<file path="config.mk">
export PLATFORM = sky130hd
export DESIGN_NAME = base32_stream_encoder_flat
export DESIGN_NICKNAME = d
export VERILOG_FILES = /design/src/b32e_pkg.sv /design/src/b32e_byte_if.sv /design/src/b32e_char_if.sv /design/src/b32e_gather.sv /design/src/b32e_emit.sv /design/src/base32_stream_encoder.sv /design/src/flat_wrapper.sv
export SDC_FILE = /design/constraint.sdc
export NUM_CORES = 1
export LEC_CHECK = 0
export ABC_AREA = 1
export ABC_CLOCK_PERIOD_IN_PS = 3300
export BUFFER_PORTS_ARGS = -buffer_cell sky130_fd_sc_hd__clkbuf_2
export CORE_UTILIZATION = 35
export CTS_BUF_LIST = sky130_fd_sc_hd__clkbuf_4 sky130_fd_sc_hd__clkbuf_8 sky130_fd_sc_hd__clkbuf_16
export DETAILED_ROUTE_END_ITERATION = 10
export GPL_ROUTABILITY_DRIVEN = 0
export SYNTH_ARGS = -nofsm -noshare
export SYNTH_HDL_FRONTEND = slang
export SYNTH_SLANG_ARGS = --single-unit
</file>
<file path="constraint.sdc">
create_clock -name i_clk -period 3.3 [get_ports i_clk]
set_input_delay 0.33 -clock i_clk [delete_from_list [all_inputs] [get_ports i_clk]]
set_output_delay 0.33 -clock i_clk [all_outputs]
set_load 0.005 [all_outputs]
</file>
<file path="src/b32e_pkg.sv">
// ----------------------------------------------------------------------------
// b32e_pkg
// Shared types, constants and helper functions of the base32 stream encoder.
// ----------------------------------------------------------------------------
package b32e_pkg;

    // group geometry
    localparam int unsigned GROUP_BYTES = 5;
    localparam int unsigned HELD_DEPTH  = GROUP_BYTES - 1;
    localparam int unsigned GROUP_CHARS = 8;
    localparam int unsigned SLOT_W      = 5;
    localparam int unsigned GROUP_W     = GROUP_BYTES * 8;
    localparam int unsigned COUNT_W     = $clog2(GROUP_BYTES + 1);
    localparam int unsigned IDX_W       = $clog2(GROUP_CHARS);
    localparam int unsigned USED_W      = $clog2(GROUP_CHARS + 1);

    // character codes
    localparam logic [6:0] PAD_CODE   = 7'd61;
    localparam logic [6:0] LOWER_BASE = 7'd97;
    localparam logic [6:0] DIGIT_BASE = 7'd24;
    localparam logic [4:0] LETTERS    = 5'd26;

    localparam logic [IDX_W-1:0]   LAST_IDX  = IDX_W'(GROUP_CHARS - 1);
    localparam logic [COUNT_W-1:0] FULL_HELD = COUNT_W'(HELD_DEPTH);

    typedef logic [7:0]          t_byte;
    typedef logic [6:0]          t_char;
    typedef logic [SLOT_W-1:0]   t_slot;
    typedef logic [COUNT_W-1:0]  t_count;
    typedef logic [IDX_W-1:0]    t_idx;
    typedef logic [USED_W-1:0]   t_used;

    // closed group handed from the gatherer to the emitter
    typedef struct packed {
        logic                  valid;
        logic [GROUP_W-1:0]    bits;
        t_used                 used;
    } t_group;

    // base32 alphabet: a-z then 2-7
    function automatic t_char b32_char(input t_slot v);
        t_char c;
        if (v < LETTERS) begin
            c = LOWER_BASE + {2'b00, v};
        end else begin
            c = DIGIT_BASE + {2'b00, v};
        end
        return c;
    endfunction

    // data characters carried by a group of n bytes
    function automatic t_used data_chars(input t_count n);
        t_used u;
        case (n)
            3'd1:    u = 4'd2;
            3'd2:    u = 4'd4;
            3'd3:    u = 4'd5;
            3'd4:    u = 4'd7;
            3'd5:    u = 4'd8;
            default: u = 4'd0;
        endcase
        return u;
    endfunction

endpackage

</file>
<file path="src/b32e_byte_if.sv">
// ----------------------------------------------------------------------------
// b32e_byte_if
// Byte stream channel: valid/ready handshake with a byte and an end flag.
// ----------------------------------------------------------------------------
interface b32e_byte_if;
    logic            valid;
    logic            ready;
    b32e_pkg::t_byte data_byte;
    logic            last_byte;

    modport source (output valid, output data_byte, output last_byte, input ready);
    modport sink   (input valid, input data_byte, input last_byte, output ready);
endinterface

</file>
<file path="src/b32e_char_if.sv">
// ----------------------------------------------------------------------------
// b32e_char_if
// Character stream channel: valid/ready handshake with an ASCII code and a
// group end mark.
// ----------------------------------------------------------------------------
interface b32e_char_if;
    logic            valid;
    logic            ready;
    b32e_pkg::t_char char_code;
    logic            group_end;

    modport source (output valid, output char_code, output group_end, input ready);
    modport sink   (input valid, input char_code, input group_end, output ready);
endinterface

</file>
<file path="src/b32e_gather.sv">
// ----------------------------------------------------------------------------
// b32e_gather
// Holds up to four bytes and closes a group on the fifth byte or a last byte.
// ----------------------------------------------------------------------------
module b32e_gather (
    input  logic                i_clk,
    input  logic                i_rst_n,
    b32e_byte_if.sink           i_byte,
    input  logic                i_grp_ready,
    output b32e_pkg::t_group    o_grp
);
    import b32e_pkg::*;

    t_byte  r_held [HELD_DEPTH];
    t_count r_count;
    t_count n_count;
    t_byte  w_grp_bytes [GROUP_BYTES];
    logic   w_closing;
    logic   w_accept;

    // a byte closes the group when flagged last or when four are held
    assign w_closing    = i_byte.last_byte || (r_count == FULL_HELD);
    assign i_byte.ready = !w_closing || i_grp_ready;
    assign w_accept     = i_byte.valid && i_byte.ready;

    // assemble the group: held bytes, then the new byte, then zero fill
    always_comb begin
        for (int i = 0; i < GROUP_BYTES; i++) begin
            if (i < HELD_DEPTH && COUNT_W'(i) < r_count) begin
                w_grp_bytes[i] = r_held[$clog2(HELD_DEPTH)'(i)];
            end else if (COUNT_W'(i) == r_count) begin
                w_grp_bytes[i] = i_byte.data_byte;
            end else begin
                w_grp_bytes[i] = '0;
            end
        end
    end

    always_comb begin
        o_grp.valid = i_byte.valid && w_closing;
        for (int i = 0; i < GROUP_BYTES; i++) begin
            o_grp.bits[GROUP_W - 8 - 8 * i +: 8] = w_grp_bytes[i];
        end
        o_grp.used = data_chars(r_count + COUNT_W'(1));
    end

    // fill count
    always_comb begin
        n_count = r_count;
        if (w_accept) begin
            n_count = w_closing ? '0 : r_count + COUNT_W'(1);
        end
    end

    always_ff @(posedge i_clk) begin
        if (!i_rst_n) begin
            r_count <= '0;
        end else begin
            r_count <= n_count;
        end
    end

    // held bytes, written at the fill position
    always_ff @(posedge i_clk) begin
        if (w_accept && !w_closing) begin
            r_held[r_count[$clog2(HELD_DEPTH)-1:0]] <= i_byte.data_byte;
        end
    end

endmodule

</file>
<file path="src/b32e_emit.sv">
// ----------------------------------------------------------------------------
// b32e_emit
// Group register and character output register: one base32 character or pad
// per cycle while the output is not stalled, eight per group.
// ----------------------------------------------------------------------------
module b32e_emit (
    input  logic                i_clk,
    input  logic                i_rst_n,
    input  b32e_pkg::t_group    i_grp,
    output logic                o_grp_ready,
    b32e_char_if.source         o_char
);
    import b32e_pkg::*;

    logic [GROUP_CHARS-1:0][SLOT_W-1:0] r_slots;
    t_used  r_used;
    t_idx   r_idx;
    logic   r_busy;
    t_char  r_char;
    logic   r_end;
    logic   r_ovalid;
    logic   w_adv;
    logic   w_load;
    t_char  n_char;

    // move one character when the output register is free or being taken
    assign w_adv       = r_busy && (!r_ovalid || o_char.ready);
    assign o_grp_ready = !r_busy || (w_adv && r_idx == LAST_IDX);
    assign w_load      = i_grp.valid && o_grp_ready;

    // character of the current slot, first slot in the top bits
    always_comb begin
        if ({1'b0, r_idx} < r_used) begin
            n_char = b32_char(r_slots[LAST_IDX - r_idx]);
        end else begin
            n_char = PAD_CODE;
        end
    end

    // group register and slot index
    always_ff @(posedge i_clk) begin
        if (!i_rst_n) begin
            r_busy <= 1'b0;
            r_idx  <= '0;
        end else if (w_load) begin
            r_busy <= 1'b1;
            r_idx  <= '0;
        end else if (w_adv) begin
            r_idx <= r_idx + IDX_W'(1);
            if (r_idx == LAST_IDX) begin
                r_busy <= 1'b0;
            end
        end
    end

    always_ff @(posedge i_clk) begin
        if (w_load) begin
            r_slots <= i_grp.bits;
            r_used  <= i_grp.used;
        end
    end

    // output register
    always_ff @(posedge i_clk) begin
        if (!i_rst_n) begin
            r_ovalid <= 1'b0;
        end else if (w_adv) begin
            r_ovalid <= 1'b1;
        end else if (o_char.ready) begin
            r_ovalid <= 1'b0;
        end
    end

    always_ff @(posedge i_clk) begin
        if (w_adv) begin
            r_char <= n_char;
            r_end  <= (r_idx == LAST_IDX);
        end
    end

    assign o_char.valid     = r_ovalid;
    assign o_char.char_code = r_char;
    assign o_char.group_end = r_end;

endmodule

</file>
<file path="src/base32_stream_encoder.sv">
// ----------------------------------------------------------------------------
// base32_stream_encoder
// Lowercase base32 encoder for a byte stream: five bytes in, eight characters
// out, short final groups zero-filled and padded with '='.
// ----------------------------------------------------------------------------
//
//   channel   dir   handshake      payload
//   i_byte    in    valid/ready    data_byte[7:0], last_byte
//   o_char    out   valid/ready    char_code[6:0], group_end
//
// Bytes that do not close a group are taken at one per cycle, without waiting.
// A closing byte is taken once the group register is free, at the latest in
// the cycle its eighth character moves into the output register.
// Each group leaves at one character per cycle while the output is not stalled,
// so a steady stream is bound by the single character output register.
// Reset is synchronous, active low, and clears the fill count and valids.
// A stalled output holds its character; input keeps filling up to four held bytes.
module base32_stream_encoder (
    input  logic        i_clk,
    input  logic        i_rst_n,
    b32e_byte_if.sink   i_byte,
    b32e_char_if.source o_char
);
    import b32e_pkg::*;

    t_group w_grp;
    logic   w_grp_ready;

    // byte gathering
    b32e_gather u_gather (
        .i_clk       (i_clk),
        .i_rst_n     (i_rst_n),
        .i_byte      (i_byte),
        .i_grp_ready (w_grp_ready),
        .o_grp       (w_grp)
    );

    // character emission
    b32e_emit u_emit (
        .i_clk       (i_clk),
        .i_rst_n     (i_rst_n),
        .i_grp       (w_grp),
        .o_grp_ready (w_grp_ready),
        .o_char      (o_char)
    );

endmodule

</file>
<file path="src/flat_wrapper.sv">
// flat-port wrapper written by rule: the top's interface ports become plain ports
module base32_stream_encoder_flat import b32e_pkg::*;
  (i_clk, i_rst_n, i_byte_valid, i_byte_data_byte, i_byte_last_byte, i_byte_ready, o_char_valid, o_char_char_code, o_char_group_end, o_char_ready);
  b32e_byte_if i_byte_i ();
  b32e_char_if o_char_i ();
  input  logic i_clk;
  input  logic i_rst_n;
  input wire logic [$bits(i_byte_i.valid)-1:0] i_byte_valid;
  input wire logic [$bits(i_byte_i.data_byte)-1:0] i_byte_data_byte;
  input wire logic [$bits(i_byte_i.last_byte)-1:0] i_byte_last_byte;
  output wire logic [$bits(i_byte_i.ready)-1:0] i_byte_ready;
  output wire logic [$bits(o_char_i.valid)-1:0] o_char_valid;
  output wire logic [$bits(o_char_i.char_code)-1:0] o_char_char_code;
  output wire logic [$bits(o_char_i.group_end)-1:0] o_char_group_end;
  input wire logic [$bits(o_char_i.ready)-1:0] o_char_ready;
  assign i_byte_i.valid = i_byte_valid;
  assign i_byte_i.data_byte = i_byte_data_byte;
  assign i_byte_i.last_byte = i_byte_last_byte;
  assign i_byte_ready = i_byte_i.ready;
  assign o_char_valid = o_char_i.valid;
  assign o_char_char_code = o_char_i.char_code;
  assign o_char_group_end = o_char_i.group_end;
  assign o_char_i.ready = o_char_ready;
  base32_stream_encoder u_core (.i_clk(i_clk), .i_rst_n(i_rst_n), .i_byte(i_byte_i), .o_char(o_char_i));
endmodule
</file>
==> summary.md, run 1 <==
| Metric | Value |
|---|---|
| Outcome | `finished, violations left` |
| Failing checks | `DRC` |
| Final Power | `2.584 mW` |
| Antenna fix cells | `0` |
| Share of layout cells above drive strength 1 | `around 10%` |
| Leak | `2.058 nW` |
| Ports | `23` |
| Worst setup path category | `flop to flop` |
| Via count | `2,910` |
| CTS Hold Bufs | `0` |
| Post-CTS Setup Inserts | `0` |
| Post-DR wirelength/cell | `14.54 µm` |
| P&R area growth vs syn | `13.15%` |
| CTS max path bufs | `2` |
| Mapped Cells | `441` |
| Grt ovf | `0` |
| Commonest non-fill, non-tap cell in the layout | `nand2_1` |
| Area occupied by multi-input gates | `about 1300 µm²` |
| VDD IR max | `roughly 0.36 mV` |
| Max-Slew Margin vs Limit | `between 30% and 40%` |
| Clock root buffer | `clkbuf_16` |
| Post-DP HPWL | `between 6000 and 7000 µm` |
| Final hold slack | `0.2078 ns` |
| CTS tree | `built` |
| Synthesized area per cell | `~9.7 µm²` |
| Arr. time, crit path | `~2.5 ns` |
| PD cells | `around 540 nW/µm²` |
| Gr usage total | `around 16%` |
| Synth Register Bits | `just over 90` |
| # port buffers | `22` |
| Commonest cells after routing, fill and taps aside | `124 x nand2_1, 84 x edfxtp_1, 63 x inv_1` |
| Routed WL | `8914 µm` |
| Pin count of the biggest net entering global routing | `37` |
| Clk sink count | `92` |
| Critical-path maximum fanout | `15` |
| Max_cap viols | `0` |
| Drt initial violations | `about 210` |
| Critical Path RT | `around 3.3 ns` |
| Max frequency | `about 0.4 GHz` |
| Post-synth top area cell | `edfxtp_1` |
| Final core utilization | `about 41%` |
| Min cycle time layout | `about 2.5 ns` |
| Wire length of the first global-routing pass | `14,820 µm` |
| Synthesized area | `roughly 4300 µm²` |
| Nets | `roughly 490` |
| Synth Net Count | `approximately 470` |
| Unrepaired setup endpoints after global routing | `no` |
| Router iterations before antenna repair | `7` |
| Initial Util | `36.54%` |
| PostCTS Resize Cnt | `0` |
| Remaining DRCs | `1` |
| Crit path launch type | `flop` |
| Final Non-Filler Cells | `a little over 600` |
| Register area share after synthesis | `62.95%` |
| Period utilization | `around three quarters` |
| Hold violation count in the final report | `0` |
| Clk Latency, worst-skew pair | `0.35 ns` |
| Clock transition at path regs | `~0.070 ns` |
| CTS Buf Count | `9` |
| Slew at the pin with the worst max-slew slack | `0.9276 ns` |
| Max-slew violations | `0` |
| Worst clock skew | `between 0.007 and 0.008 ns` |
| Hold Crit Class | `primary input to flop` |
| Core area | `11,660 µm²` |
| Site Rows | `39` |
| Die Footprint | `12,620 µm²` |
| Top post-synthesis cells by area | `edfxtp_1 59%, nand2_1 11%, inv_1 5.5%` |
| Die width | `about 110 µm` |
| Htree depth | `3` |
| Crit. End Element | `flop` |
| Yosys Warn Count | `0` |
| Top cell type's share of synthesized area | `approximately three fifths` |
| Number of global-route vias before repair | `2,800` |
| Die height | `112.3 µm` |
| DRT antenna net count | `0` |
| Synth cell types | `21` |
| Initial antenna violation count | `0` |
| Setup violators final | `0` |
| DP Cell Count | `between 500 and 600` |
| Number of fill cells | `1,108` |
| Register area | `approximately 2700 µm²` |
| Setup TNS | `0 ns` |
| Number of vias per cell | `4.747` |
==> worst paths after layout <==
path | from | to | slack, ns | cells past startpoint
setup reg to reg | u_core.u_gather.r_count[0]$_SDFFE_PN0P_ | u_core.u_gather.r_held[0][3]$_DFFE_PP_ | 0.82 | 7
hold reg to reg | u_core.u_emit.r_busy$_SDFFE_PN0P_ | u_core.u_emit.o_char.valid$_SDFFE_PN0P_ | 0.48 | 2
setup / recovery | u_core.u_gather.r_count[0]$_SDFFE_PN0P_ | u_core.u_gather.r_held[0][3]$_DFFE_PP_ | 0.82 | 7
hold / removal | i_rst_n | u_core.u_emit.r_busy$_SDFFE_PN0P_ | 0.21 | 2
==> logic make-up (layout without fill, tap and decap cells) <==
family | Yosys count | after routing | share of synthesized area [%]
AOI/OAI and AO/OA | 55 | 55 | 6.694
adders and majority gates | 13 | 13 | 3.817
buffers and inverters | 77 | 106 | 7.310
DFF | 92 | 92 | 62.95
and+or+nand+nor | 204 | 204 | 19.23
==> routing by layer <==
metal,GRT usage (%),part of all wire [%]
met1,21.89,49
met2,23.93,45
met3,3.078,5.3
met4,5.600,1.2
met5,0,0
==> worst max-delay path, stage by stage, from the launching register on <==
cell	delay, ns
dfxtp_1	0.57
inv_1	0.19
ha_1	0.25
nand2_1	0.22
inv_1	0.07
nor2_1	0.12
nand2_1	0.18
nor2_1	0.53
==> through the flow <==
step	area, µm²	setup slack, ns
after global routing	4822	0.5253
after global placement	4522	0.9440
after floorplan	4264	0.5246
final	4822	0.8234
after detailed placement	4522	0.8287
after CTS	4822	0.8234
==> synth_stat cells, drive strengths merged <==
cell / instances
inv: 66
clkbuf: 4
nand2: 127
buf: 7
edfxtp: 84
o21bai: 1
dfxtp: 8
o21a: 1
o21ai: 33
nor2: 44
a21oi: 18
nand3: 33
o211ai: 1
ha: 13
a21boi: 1
==> area by class of cell <==
cell class,count,area share [%]
Tap cell,143,3.710
Sequential cell,92,55.63
Multi-Input combinational cell,272,26.44
Timing Repair Buffer,24,2.854
Clock buffer,9,4.670
Inverter,66,5.138
Clock inverter,7,1.557
==> flip-flops by register name (all words and copies together), names as in the netlist <==
register,cells
u_core.u_emit.r_slots,40
u_core.u_gather.r_held,32
u_core.u_emit.o_char.char_code,7
u_core.u_emit.r_used,4
u_core.u_emit.r_idx,3
u_core.u_gather.r_count,3
u_core.u_emit.o_char.group_end,1
u_core.u_emit.o_char.valid,1
u_core.u_emit.r_busy,1
==> where the power goes <==
part	internal (mW)	leakage, nW	switching (mW)
clock network	0.538	0.145	0.483
logic	0.0674	1.08	0.150
registers	1.33	0.836	0.0187
Note: power is estimated with default switching activity, not from simulation.
==> run 2, diff against run 1 <==
--- a/config.mk
+++ b/config.mk
@@ -6,7 +6,7 @@
 export NUM_CORES = 1
 export LEC_CHECK = 0
 export ABC_AREA = 1
-export ABC_CLOCK_PERIOD_IN_PS = 3300
+export ABC_CLOCK_PERIOD_IN_PS = 2200
 export BUFFER_PORTS_ARGS = -buffer_cell sky130_fd_sc_hd__clkbuf_2
 export CORE_UTILIZATION = 35
 export CTS_BUF_LIST = sky130_fd_sc_hd__clkbuf_4 sky130_fd_sc_hd__clkbuf_8 sky130_fd_sc_hd__clkbuf_16
==> constraint.sdc (replaced) <==
create_clock -name i_clk -period 2.2 [get_ports i_clk]
set_input_delay 0.22 -clock i_clk [delete_from_list [all_inputs] [get_ports i_clk]]
set_output_delay 0.22 -clock i_clk [all_outputs]
set_load 0.005 [all_outputs]
==> summary.md, run 2 (synthesis results as in run 1) <==
| Metric | Value |
|---|---|
| Combinational power share | `9.1% (+0.7 points)` |
| Largest Register | `u_core.u_emit.r_slots` |
| Critical-path maximum fanout | `3 (-12)` |
| Post-DR wirelength/cell | `13.15 µm (-9.6%)` |
| Failing checks | `DRC` |
| Switching share of power | `24.38% (-0.87 points)` |
| GR Util met1 | `19.49% (-2.4 points)` |
| Setup TNS | `0 ns (unchanged)` |
| Hold violation count in the final report | `0 (unchanged)` |
| Antenna fix cells | `0 (unchanged)` |
| Commonest cells after routing, fill and taps aside | `123 x nand2_1, 84 x edfxtp_1, 62 x inv_1` |
| Max_cap viols | `0 (unchanged)` |
| Initial antenna violation count | `0 (unchanged)` |
| Clock power frac | `38.2% (-1.3 points)` |
| Arr. time, crit path | `1.80 ns (-0.66 ns)` |
| Core area | `11,660 µm² (unchanged)` |
| Clock transition at path regs | `0.07 ns (about the same)` |
| Drt initial violations | `157 (-24%)` |
| P&R area growth vs syn | `16.21%` |
| Gr usage total | `14.63% (-0.92 points)` |
| Met3 Use GR | `3.078% (unchanged)` |
| Nets | `509 (+3.7%)` |
| Initial Util | `36.54% (unchanged)` |
| CTS tree | `built` |
| Max frequency | `0.4951 GHz` |
| Seq pwr share | `52.7% (+0.7 points)` |
| Post-DP HPWL | `6015 µm (-7.6%)` |
| Routed WL | `8297 µm (-6.9%)` |
| Min cycle time layout | `a little over 2 ns` |
| Slew at the pin with the worst max-slew slack | `0.6661 ns (-0.2615 ns)` |
| Htree depth | `3 (unchanged)` |
| Setup WS post-layout | `0.1800 ns (-0.6433 ns)` |
| Number of vias per cell | `4.593 (-3.3%)` |
| Max reg flops | `40 (unchanged)` |
| Crit. End Element | `primary output` |
| P_int | `2.884 mW (+49%)` |
| Max-slew violations | `0 (unchanged)` |
| Critical Path RT | `1.98 ns (-1.31 ns)` |
| Clock root buffer | `clkbuf_16` |
| Top Usage Layer GRT | `met2` |
| Setup WS pre-CTS | `-0.03456 ns (-0.8633 ns)` |
| Period utilization | `about nine tenths` |
| Outcome | `finished, violations left` |
| Commonest non-fill, non-tap cell in the layout | `nand2_1` |
| Wire length of the first global-routing pass | `14,090 µm (-4.9%)` |
| Worst setup path category | `flop to primary output` |
| Die height | `112.3 µm (unchanged)` |
| Pin count of the biggest net entering global routing | `24 (-35%)` |
| Die Footprint | `12,620 µm² (unchanged)` |
| Share of layout cells above drive strength 1 | `13.93% (+3.9 points)` |
| Number of global-route vias before repair | `2,876 (+2.7%)` |
| Unrepaired setup endpoints after global routing | `no` |
| Leak | `2.134 nW (+3.7%)` |
| P_sw | `0.9300 mW (+43%)` |
| Max-Slew Margin vs Limit | `55.49% (+18 points)` |
| Grt ovf | `0 (unchanged)` |
| Post-CTS Setup Inserts | `0 (unchanged)` |
| CTS Buf Count | `9 (unchanged)` |
| Clk sink count | `92 (unchanged)` |
| PD cells | `770.2 nW/µm² (+44%)` |
| VDD IR max | `0.4828 mV (+35%)` |
| Remaining DRCs | `2 (+1)` |
| Die width | `112.3 µm (unchanged)` |
| Worst clock skew | `0.008375 ns (+0.0006535 ns)` |
| Site Rows | `39 (unchanged)` |
| GRT met2 Usage | `23.40% (-0.54 points)` |
| Crit path launch type | `flop` |
| Ports | `23 (unchanged)` |
| Router iterations before antenna repair | `7 (unchanged)` |
| Clk Latency, worst-skew pair | `0.34 ns (about the same)` |
| # port buffers | `22 (unchanged)` |
| Hold Crit Class | `primary input to flop` |
| Via count | `2,898 (-0.41%)` |
| CTS max path bufs | `2 (unchanged)` |
| Setup violators final | `0 (unchanged)` |
| DRT antenna net count | `0 (unchanged)` |
-- run 2: per-layer routing --
metal | vias to the layer above | wire, µm
li1 | 1527 | -
met1 | 1318 | 4211
met2 | 43 | 3732
met3 | 10 | 205
met4 | 0 | 148
met5 | - | 0
-- run 2: path summary, 6_finish.rpt --
kind	cells after the start	endpoint	from	slack, ns
setup reg to reg	13	u_core.u_emit.o_char.char_code[4]$_SDFFCE_PP1P_	u_core.u_emit.r_idx[0]$_SDFFE_PP0P_	0.27
setup / recovery	6	i_byte_ready	u_core.u_emit.r_idx[0]$_SDFFE_PP0P_	0.18
hold reg to reg	2	u_core.u_emit.o_char.valid$_SDFFE_PN0P_	u_core.u_emit.r_busy$_SDFFE_PN0P_	0.50
hold / removal	2	u_core.u_emit.r_busy$_SDFFE_PN0P_	i_rst_n	0.11
-- run 2: metrics by stage --
stage / cells / hold WS (ns) / instance area, µm² / power (mW) / utilization [%]
after floorplan: 441 / 0.3189 / 4282 / 2.272 / -
after global placement: 614 / 0.4586 / 4639 / 2.382 / 39.78
after detailed placement: 614 / 0.4588 / 4639 / 2.389 / 39.78
after CTS: 631 / 0.1015 / 4927 / 3.835 / 42.25
after global routing: 631 / 0.1161 / 4952 / 3.957 / 42.46
final: 631 / 0.1095 / 4952 / 3.814 / 42.46
-- run 2: power groups by stage --
stage	combinational [mW]	sequential (mW)	clock (mW)
2_1_floorplan	0.227	2.05	0
3_3_place_gp	0.335	2.05	0
3_5_place_dp	0.341	2.05	0
4_1_cts	0.345	2.01	1.48
5_1_grt	0.404	2.01	1.54
6_report	0.348	2.01	1.46
-- run 2: cell type report --
cell class / count / area (µm²)
Fill cell: 1107 / 6710
Sequential cell: 92 / 2684
Multi-Input combinational cell: 273 / 1292
Timing Repair Buffer: 41 / 265.3
Inverter: 66 / 250.2
Clock buffer: 9 / 225.2
Tap cell: 143 / 178.9
Clock inverter: 7 / 56.30
-- run 2: timing repair --
action,in CTS,in global routing
pin swaps,1,0
hold buffers,0,0
endpoints found under the setup margin,44,30
gates resized for setup,0,8
gates cloned,1,0
-- run 2: worst max-delay path, stage by stage (launching register included) --
cell and delay (ns):
dfxtp_2 0.34, ha_1 0.20, ha_1 0.23, a21oi_2 0.34, buf_4 0.19, nand2_1 0.06, clkbuf_2 0.11
==> run 3, diff against run 2 <==
--- a/config.mk
+++ b/config.mk
@@ -8,10 +8,14 @@
 export ABC_AREA = 1
 export ABC_CLOCK_PERIOD_IN_PS = 2200
 export BUFFER_PORTS_ARGS = -buffer_cell sky130_fd_sc_hd__clkbuf_2
+export CELL_PAD_IN_SITES_DETAIL_PLACEMENT = 1
+export CELL_PAD_IN_SITES_GLOBAL_PLACEMENT = 2
 export CORE_UTILIZATION = 35
 export CTS_BUF_LIST = sky130_fd_sc_hd__clkbuf_4 sky130_fd_sc_hd__clkbuf_8 sky130_fd_sc_hd__clkbuf_16
 export DETAILED_ROUTE_END_ITERATION = 10
 export GPL_ROUTABILITY_DRIVEN = 0
+export PLACE_DENSITY_LB_ADDON = 0.1
+export RECOVER_POWER = 25
 export SYNTH_ARGS = -nofsm -noshare
 export SYNTH_HDL_FRONTEND = slang
 export SYNTH_SLANG_ARGS = --single-unit
==> summary.md, run 3 (synthesis results as in run 1) <==
| Metric | Value |
|---|---|
| Gr usage total | `17.76% (+3.1 points)` |
| Clock root buffer | `clkbuf_16` |
| Max-Slew Margin vs Limit | `53.25% (-2.2 points)` |
| Crit. End Element | `primary output` |
| Period utilization | `93.73% (+1.9 points)` |
| Remaining DRCs | `3 (+1)` |
| CP max stage delay | `0.36 ns (+0.02 ns)` |
| Clock transition at path regs | `0.07 ns (about the same)` |
| Max reg flops | `40 (unchanged)` |
| Most frequent CP cell | `ha_1` |
| Die width | `112.3 µm (unchanged)` |
| CTS Buf Count | `9 (unchanged)` |
| Initial Util | `36.54% (unchanged)` |
| CTS tree | `built` |
| Arr. time, crit path | `1.84 ns (+0.04 ns)` |
| Die height | `112.3 µm (unchanged)` |
| Wire length of the first global-routing pass | `16,660 µm (+18%)` |
| Grt ovf | `0 (unchanged)` |
| Crit path launch type | `flop` |
| Ports | `23 (unchanged)` |
| CP Cell Sequence | `ha_1 > ha_1 > a21oi_2 > buf_4 > nand2_1 > clkbuf_2` |
| Leak | `2.114 nW (-0.97%)` |
| Htree depth | `3 (unchanged)` |
| Crit-path leading delay family | `adder cells` |
| P&R area growth vs syn | `16.65%` |
| HP Start | `i_rst_n` |
| Clk Latency, worst-skew pair | `0.36 ns (+0.02 ns)` |
| Register area | `2683 µm² (about the same)` |
| Setup violators final | `0 (unchanged)` |
| Slew at the pin with the worst max-slew slack | `0.6996 ns (+0.03357 ns)` |
| Antenna fix cells | `0 (unchanged)` |
| Hold Crit Class | `primary input to flop` |
| Number of global-route vias before repair | `3,113 (+8.2%)` |
| Post-CTS Setup Inserts | `0 (unchanged)` |
| DP Cell Count | `613 (-0.16%)` |
| Core area | `11,660 µm² (unchanged)` |
| Crit path from | `u_core.u_emit.r_idx[0]$_SDFFE_PP0P_` |
| Commonest cells after routing, fill and taps aside | `123 x nand2_1, 84 x edfxtp_1, 63 x inv_1` |
| Largest Register | `u_core.u_emit.r_slots` |
| Worst reg2reg path startpoint | `u_core.u_emit.r_idx[0]$_SDFFE_PP0P_` |
| Initial antenna violation count | `0 (unchanged)` |
| Final Non-Filler Cells | `630 (-0.16%)` |
| Site Rows | `39 (unchanged)` |
| Router iterations before antenna repair | `7 (unchanged)` |
| Post-DR wirelength/cell | `15.97 µm (+21%)` |
| Share of layout cells above drive strength 1 | `11.09% (-2.8 points)` |
| Clk sink count | `92 (unchanged)` |
| Number of fill cells | `1,329 (+20%)` |
| Critical Path RT | `1.98 ns (about the same)` |
| CTS Hold Bufs | `0 (unchanged)` |
| Worst Path Buf+Inv | `2 (unchanged)` |
| Nets | `508 (-0.20%)` |
| Worst setup path category | `flop to primary output` |
| Final core utilization | `42.62% (+0.16 points)` |
| Crit-path slowest cell | `a21oi_2` |
| VDD IR max | `0.4453 mV (-7.8%)` |
| Outcome | `finished, violations left` |
| Critical-path maximum fanout | `3 (unchanged)` |
| Unrepaired setup endpoints after global routing | `yes` |
| Routed WL | `10,060 µm (+21%)` |
| Min cycle time layout | `2.062 ns (+0.04211 ns)` |
| Hold violation count in the final report | `0 (unchanged)` |
| DRT antenna net count | `0 (unchanged)` |
| Die Footprint | `12,620 µm² (unchanged)` |
| Pin count of the biggest net entering global routing | `24 (unchanged)` |
| CTS max path bufs | `2 (unchanged)` |
| PD cells | `823.4 nW/µm² (+6.9%)` |
| Failing checks | `DRC` |
| Max frequency | `0.4849 GHz (-2.0%)` |
| Max-slew violations | `0 (unchanged)` |
| Via count | `2,985 (+3.0%)` |
| Max_cap viols | `0 (unchanged)` |
| Number of vias per cell | `4.738 (+3.2%)` |
| Post-DP HPWL | `7247 µm (+20%)` |
| # port buffers | `22 (unchanged)` |
| Commonest non-fill, non-tap cell in the layout | `nand2_1` |
| Worst clock skew | `0.008806 ns (+0.0004308 ns)` |
| Drt initial violations | `130 (-17%)` |
| Area occupied by multi-input gates | `1297 µm² (+0.39%)` |
run 3: where the power goes:
part           internal, mW  switching [mW]  total (mW)  leakage (nW)
Clock                  1.00           0.721        1.73         0.158
Sequential             1.99          0.0194        2.01         0.836
Combinational         0.113           0.245       0.359          1.12
Total                  3.11           0.986        4.09          2.11
run 3: path summary, 6_finish.rpt:
kind / end / slack (ns) / cells past startpoint
max: i_byte_ready / 0.14 / 6
min: u_core.u_emit.r_busy$_SDFFE_PN0P_ / 0.11 / 2
max reg2reg: u_core.u_emit.o_char.char_code[4]$_SDFFCE_PP1P_ / 0.20 / 13
min reg2reg: u_core.u_emit.o_char.valid$_SDFFE_PN0P_ / 0.50 / 2
run 3: stage by stage:
stage          setup WS [ns]  hold WS (ns)  power (mW)   TNS (ns)  instance area, µm²
2_1_floorplan       0.006626        0.3189       2.272          0                4282
3_3_place_gp        -0.05716        0.4655       2.393     -2.369                4632
3_5_place_dp         -0.1580        0.4578       2.407     -6.801                4632
4_1_cts              -0.1139       0.09197       4.138     -2.348                4962
5_1_grt            -0.005073        0.1030       4.253  -0.005073                4971
6_report              0.1379        0.1052       4.093          0                4971
run 3: final cells by class:
type | instances | share of cell area [%]
Tap cell | 143 | 3.599
Sequential cell | 92 | 53.96
Clock inverter | 7 | 1.988
Multi-Input combinational cell | 273 | 26.10
Inverter | 66 | 5.034
Clock buffer | 9 | 4.531
Timing Repair Buffer | 40 | 4.782
run 3: routing by layer:
layer | up-vias | track usage [%] | routed length [µm]
li1 | 1523 | - | -
met1 | 1420 | 23.28 | 4893
met2 | 29 | 28.70 | 4740
met3 | 13 | 4.968 | 278
met5 | - | 0 | 0
met4 | 0 | 5.333 | 148
run 3: repair_timing:
| item | 4_1_cts | 5_1_grt |
|---|---|---|
| resized for setup | 0 | 10 |
| pin swaps | 1 | 0 |
| setup endpoints to repair | 45 | 30 |
| cloned | 1 | 0 |
